$ cat src/hdl/cms_pkg.sv
// Shared types, codes and constants for the counted multiset table.
package cms_pkg;

    // Default number of table entries
    localparam int CAPACITY_DEF = 64;

    // Field widths
    localparam int VALUE_W    = 32;
    localparam int COUNT_W    = 16;
    localparam int AMOUNT_W   = 16;
    localparam int CMD_W      = 2;
    localparam int STATUS_W   = 2;
    localparam int TOTAL_W    = 22;
    localparam int DISTINCT_W = 7;

    // Saturation value of one entry count
    localparam logic [COUNT_W-1:0] COUNT_MAX = {COUNT_W{1'b1}};

    // Command codes; the unused code acts as a query
    localparam logic [CMD_W-1:0] CMD_ADD    = 2'd0;
    localparam logic [CMD_W-1:0] CMD_REMOVE = 2'd1;
    localparam logic [CMD_W-1:0] CMD_QUERY  = 2'd2;

    // Status codes
    localparam logic [STATUS_W-1:0] STAT_DONE   = 2'd0;
    localparam logic [STATUS_W-1:0] STAT_ABSENT = 2'd1;
    localparam logic [STATUS_W-1:0] STAT_FULL   = 2'd2;

    // Control sequencer states
    typedef enum logic [1:0] {
        ST_IDLE,
        ST_LOOKUP,
        ST_UPDATE
    } t_state;

    // Update broadcast to every cell of the chain
    typedef enum logic [1:0] {
        CELL_HOLD,
        CELL_SET,
        CELL_INSERT,
        CELL_REMOVE
    } t_cell_cmd;

    typedef struct packed {
        t_cell_cmd            cmd;
        logic [VALUE_W-1:0]   value;
        logic [COUNT_W-1:0]   count;
    } t_cell_op;

endpackage

$ cat src/hdl/cms_cell.sv
// One table entry of the compacted chain: value, count and valid mark.
module cms_cell #(
    parameter int IDX   = 0,
    parameter int IDX_W = 6
) (
    input  logic                           i_clk,
    input  logic                           i_rst_n,
    input  logic [cms_pkg::VALUE_W-1:0]    i_key,
    input  cms_pkg::t_cell_op              i_op,
    input  logic [IDX_W-1:0]               i_sel_idx,
    input  logic [cms_pkg::VALUE_W-1:0]    i_nb_value,
    input  logic [cms_pkg::COUNT_W-1:0]    i_nb_count,
    input  logic                           i_nb_valid,
    output logic [cms_pkg::VALUE_W-1:0]    o_value,
    output logic [cms_pkg::COUNT_W-1:0]    o_count,
    output logic                           o_valid,
    output logic                           o_match
);

    localparam logic [IDX_W-1:0] MY_IDX = IDX_W'(IDX);

    logic [cms_pkg::VALUE_W-1:0] r_value, n_value;
    logic [cms_pkg::COUNT_W-1:0] r_count, n_count;
    logic                        r_valid, n_valid;
    logic                        sel_here;
    logic                        at_or_above;

    assign sel_here    = (i_sel_idx == MY_IDX);
    assign at_or_above = (MY_IDX >= i_sel_idx);

    // Compare the broadcast key against this entry
    assign o_match = r_valid && (r_value == i_key);

    // Apply the broadcast update; a removal pulls the right neighbor in
    always_comb begin
        n_value = r_value;
        n_count = r_count;
        n_valid = r_valid;
        unique case (i_op.cmd)
            cms_pkg::CELL_HOLD: begin
            end
            cms_pkg::CELL_SET: begin
                if (sel_here) begin
                    n_count = i_op.count;
                end
            end
            cms_pkg::CELL_INSERT: begin
                if (sel_here) begin
                    n_value = i_op.value;
                    n_count = i_op.count;
                    n_valid = 1'b1;
                end
            end
            cms_pkg::CELL_REMOVE: begin
                if (at_or_above) begin
                    n_value = i_nb_value;
                    n_count = i_nb_count;
                    n_valid = i_nb_valid;
                end
            end
            default: begin
            end
        endcase
    end

    // Valid mark, cleared at reset
    always_ff @(posedge i_clk) begin
        if (!i_rst_n) begin
            r_valid <= 1'b0;
        end else begin
            r_valid <= n_valid;
        end
    end

    // Payload
    always_ff @(posedge i_clk) begin
        r_value <= n_value;
        r_count <= n_count;
    end

    assign o_value = r_value;
    assign o_count = r_count;
    assign o_valid = r_valid;

endmodule
$ cat config.mk
export PLATFORM = sky130hd
export DESIGN_NAME = cms_cell
export DESIGN_NICKNAME = d
export VERILOG_FILES = /design/src/hdl/cms_pkg.sv /design/src/hdl/cms_cell.sv
export SDC_FILE = /design/constraint.sdc
export NUM_CORES = 1
export LEC_CHECK = 0
export ABC_AREA = 1
export BUFFER_PORTS_ARGS = -buffer_cell sky130_fd_sc_hd__buf_4
export CAP_MARGIN = 25
export CORE_UTILIZATION = 32
export CTS_BUF_LIST = sky130_fd_sc_hd__clkbuf_8
export CTS_CLUSTER_DIAMETER = 120
export CTS_CLUSTER_SIZE = 24
export DETAILED_ROUTE_END_ITERATION = 6
export GPL_TIMING_DRIVEN = 0
export PLACE_DENSITY_LB_ADDON = 0.08
export SYNTH_ARGS = -nofsm -noshare
export SYNTH_HDL_FRONTEND = slang
export SYNTH_SLANG_ARGS = --single-unit
$ cat constraint.sdc
create_clock -name i_clk -period 5.9 [get_ports i_clk]
set_input_delay 0.885 -clock i_clk [delete_from_list [all_inputs] [get_ports i_clk]]
set_output_delay 0.885 -clock i_clk [all_outputs]
set_load 0.01 [all_outputs]
After elaboration in Yosys (flattened, before gate mapping)
Cells that the tools add are included.

word-level totals
  bits of input ports = 139
  register bits = 49
  word-level logic and storage cells = 27
  output and inout port bits = 50

operators by class
  $lt $le $gt $ge = 1
  eq/ne operators = 7
  muxes and demuxes = 9
  reduce and logical (&&, ||, !) cells = 7

operators with widths
  operator                                                          count
  two-way mux 32 bit                                                2
  case mux 32 bit (2 select lines)                                  1
  == test 32 bit                                                    1
  two-way mux 16 bit                                                2
  case mux 16 bit (2 select lines)                                  1
  greater-or-equal comparator 1 x 6 -> 1 bit, first input constant  1
  zero test 6 bit                                                   1
  AND reduction 3 bit                                               2
  == test 2 bit, second input constant                              2
  inequality test 2 bit, second input constant                      2
  nonzero test 2 bit                                                2
  == test 2 x 1 -> 1 bit, second input constant                     1
  two-way mux 1 bit                                                 2
  inequality test 2 x 1 -> 1 bit, second input constant             1
  case mux 1 bit (2 select lines)                                   1
  OR reduction 2 bit                                                1
  logical AND 1 bit                                                 1

Logic depth before layout (Yosys ltp)
  depth after elaboration = 4
  gate-level depth with buffers = 8
  gate-level depth less buffers = 8

Worst setup path after synthesis
Ideal clock, no wire load.

  kind = input -> register
  start = input i_op[48] (netlist name)
  end = register r_value, in the netlist o_value[0], enable pin
  arrival = 2.555 ns
  setup slack = 2.922 ns
  library setup time = 0.423 ns
  stages on the path = 3
  required time = 5.477 ns
  path buffers = 0
  cell sequence = ha_1 -> nor2_1 -> nor2_1

on the way
  cells in the longest elaborated chain, start to end = 3
  elaborated cells between the ends (all ways) = 6
  classes of those cells = 4 x eq/ne; 2 x reduce/logical

ends and longest elaborated chain
  element                                                                              line            source
  from (decl)                                                                          cms_cell.sv:9   input cms_pkg::t_cell_op i_op,
  == test 2 bit                                                                        cms_cell.sv:39  unique case (i_op.cmd)
  inequality test 2 bit (no source line) / nonzero test 2 bit (equally long branches)  --
  AND reduction 3 bit (no source line) *                                               --
  to (signal assigned)                                                                 cms_cell.sv:77  r_value <= n_value;
  to (decl)                                                                            cms_cell.sv:22  logic [cms_pkg::VALUE_W-1:0] r_value, n_value;

Mark *: on every way between the ends. The rest lies on a longest branch, timed or not.
A chain may end at the register's enable or synchronous reset.

Worst setup path in the final report
  start = input i_key[6] (netlist name)
  end = output o_match

on the way
  cells in the longest elaborated chain, start to end = 2

ends and longest elaborated chain
  element            line            source
  from (decl)        cms_cell.sv:8   input logic [cms_pkg::VALUE_W-1:0] i_key,
  == test 32 bit     cms_cell.sv:32  assign o_match = r_valid && (r_value == i_key);
  logical AND 1 bit  cms_cell.sv:32
  to (decl)          cms_cell.sv:17  output logic o_match

No other way between the ends.

==> results.json <==
{
  "grt-ovfl-total": 0,
  "ys_seq_elements": 49,
  "critical_path_required_ns": 5.02,
  "track_usage_pct": 17.7,
  "power.density_mw_per_mm2": 163,
  "dr.pass1.iters": 4,
  "ant_nets": 0,
  "cpMaxStageDelayCell": "buf_4",
  "finalWorstSetupSlack_ns": 3.28,
  "post_dp_cell_area_mm2": 0.00429,
  "grt_max_degree": 24,
  "avgSynthCellArea_um2": 7.69,
  "crit_chain": "buf_4, nand2_1, nand2_1, nor2_1, nand2_1, nor2_1, nand3_1, nor2_1, buf_4",
  "clk_latency_ns": 0.29,
  "path_clk_slew_ns": 0.09,
  "max_freq_mhz": 381,
  "clockRootBuffer": "clkbuf_8",
  "port_buffers": 188,
  "start_util_pct": 32.9,
  "drc_errors": 0,
  "relSlewSlack_pct": 41.0,
  "final_layout_size_suffix_gt1_share_pct": 38.1,
  "final_nets": 689,
  "fin_area_mm2": 0.00437,
  "cp-start-kind": "input pin",
  "worst_pin_slew_ns": 0.885,
  "static-leakage-power_uw": 0.00231,
  "min_path_type": "reg -> reg",
  "r2r_setup_slack_ns": 5.29,
  "fin_setup_tns_ns": 0,
  "drt_first_iter_violations": 59,
  "die-area_mm2": 0.00883,
  "r2r-start": "o_valid",
  "cts_buffers": 5,
  "gp_congestion": 0.776,
  "die_w_um": 94.0,
  "cts-resized-gates": 0,
  "maxCapViolCount": 0,
  "crit_path_end": "o_match",
  "antenna_found_initial": 0,
  "crit_path_end_kind": "output port",
  "synth.cell_area_mm2": 0.00271,
  "rows": 33,
  "clock_skew_ns": 0,
  "avgRoutedWirePerCell_um": 11.8,
  "cp_top_family": "simple AND/OR/NAND/NOR gates",
  "cts_sinks": 49,
  "outcome": "complete, no violations",
  "hold_violations": 0,
  "maxSlewViolCount": 0,
  "place_hpwl_um": 6400,
  "worstRegToRegCells": 2,
  "synth_area_leaders": "edfxtp_1 53%, nand2_1 29%, inv_1 5.0%, nor2_1 3.2%, xnor2_1 2.9%",
  "grt_pass1_vias": 2582,
  "cp_data_arrival_time_ns": 1.74,
  "ys_seq_area_share_pct": 54.0,
  "syn_nets": 493,
  "multi_input_area_mm2": 0.00105,
  "post-route-min-period_ns": 2.62,
  "synth_top_cell_by_area": "edfxtp_1",
  "yosys_warnings": 0,
  "cp.depth": 9,
  "cts-hold-fix-buffers": 0,
  "post_cts_buffers": 0,
  "wirelength_um": 7750,
  "htreeDepth": 2,
  "rsz0062_at_grt": "no",
  "finalCritPeriodShare_pct": 44.5,
  "synthCells": 352,
  "die_h_um": 94.0,
  "final-seq-area_mm2": 0.00146,
  "r2r_end": "o_valid",
  "vias": 2759,
  "setup_viol": 0,
  "cp_max_fo": 2,
  "synth_top_cell_area_share_pct": 53.3,
  "coreArea_mm2": 0.00822,
  "cp-startpoint": "i_key[6]",
  "via_per_inst": 4.22,
  "cts_max_path_buffers": 2,
  "syn_to_final_growth_pct": 61.4,
  "critPathBufInv": 2,
  "yosysUniqueCellTypes": 19,
  "n_antenna_cell": 0,
  "slowest_delay_ns": 0.13,
  "cts_tree": "done",
  "io_pins": 189,
  "n_fill_cell": 832,
  "path_class": "in -> out",
  "grt_pass1_wl_um": 11800,
  "max-vdd-ir-drop_mv": 0.0967,
  "place_ws_ns": 3.23
}
-- layer usage --
| layer | vias to the layer above | GRT usage (%) | routed length (µm) |
|---|---|---|---|
| met3 | 8 | 6.07 | 735 |
| met1 | 1180 | 19.6 | 3030 |
| met2 | 107 | 32.2 | 3870 |
| li1 | 1464 | - | - |
| met5 | - | 0 | 0 |
| met4 | 0 | 4.62 | 108 |
-- worst reg2reg max path, cell delays in order (launching register included) --
cell	delay [ns]
dfxtp_1	0.33
o21ai_1	0.13
nor2_1	0.04
-- logic make-up after synthesis --
logic type / synth area share [%]
fa+ha+maj: 0.924
simple gates: 32.5
flops: 54.0
compound gates: 1.85
xor+xnor: 3.24
buf+inv: 7.49
-- worst min-delay path by stage --
stage,endpoint,depth (start not counted),slack [ns],from
floorplan,o_valid,2,0.54,o_valid
global placement,o_valid,2,0.52,o_valid
detailed placement,o_valid,2,0.52,o_valid
CTS,o_valid,2,0.54,o_valid
global route,o_valid,2,0.59,o_valid
finish,o_valid,2,0.54,o_valid
-- placed cells by master (no fill, tap or decap), drive strengths merged --
cell type,synthesis,layout
clkbuf,1,6
nand2,206,206
o21a,1,1
o211ai,1,1
edfxtp,48,48
a21oi,1,1
nor2,23,23
xor2,1,1
nand3,3,3
dfxtp,1,1
inv,39,41
ha,2,2
clkinv,0,1
buf,9,198
nor3,1,1
o21ai,6,6
xnor2,9,9
-- synthesized netlist by cell type --
| cell | instances |
|---|---|
| o21a_1 | 1 |
| edfxtp_1 | 48 |
| inv_2 | 3 |
| a21oi_1 | 1 |
| inv_1 | 36 |
| o211ai_1 | 1 |
| nor3_1 | 1 |
| clkbuf_1 | 1 |
| nand2_1 | 206 |
| dfxtp_1 | 1 |
| buf_2 | 6 |
| xnor2_1 | 9 |
| o21ai_1 | 3 |
| nand3_1 | 3 |
| xor2_1 | 1 |
| o21ai_0 | 3 |
| nor2_1 | 23 |
| buf_4 | 3 |
| ha_1 | 2 |
-- area by class of cell --
| type | count | share of cell area, % |
|---|---|---|
| tap | 105 | 3.01 |
| sequential | 49 | 33.4 |
| clock buffer | 5 | 1.58 |
| timing repair buffer | 189 | 32.9 |
| buffer | 10 | 1.29 |
| clock inverter | 3 | 0.286 |
| inverter | 39 | 3.35 |
| multi-input combinational | 254 | 24.1 |
-- registers in the layout, indices dropped and copies added, names as in the netlist --
signal,cells
o_value,32
o_count,16
o_valid,1
-- per-stage QoR --
stage / instances / hold slack (ns) / utilization, % / power [µW]
floorplan: 352 / 0.543 / - / 446
finish: 654 / 0.537 / 53.2 / 712
global placement: 645 / 0.518 / 51.7 / 531
CTS: 654 / 0.541 / 53.2 / 724
global route: 654 / 0.595 / 53.2 / 752
detailed placement: 646 / 0.521 / 52.2 / 535
-- power breakdown --
group	switching, µW	total (µW)	internal [µW]
registers	1.27	388	387
logic	53.8	136	82.5
clock network	107	187	80.0
Note: power is estimated with default switching activity, not from simulation.
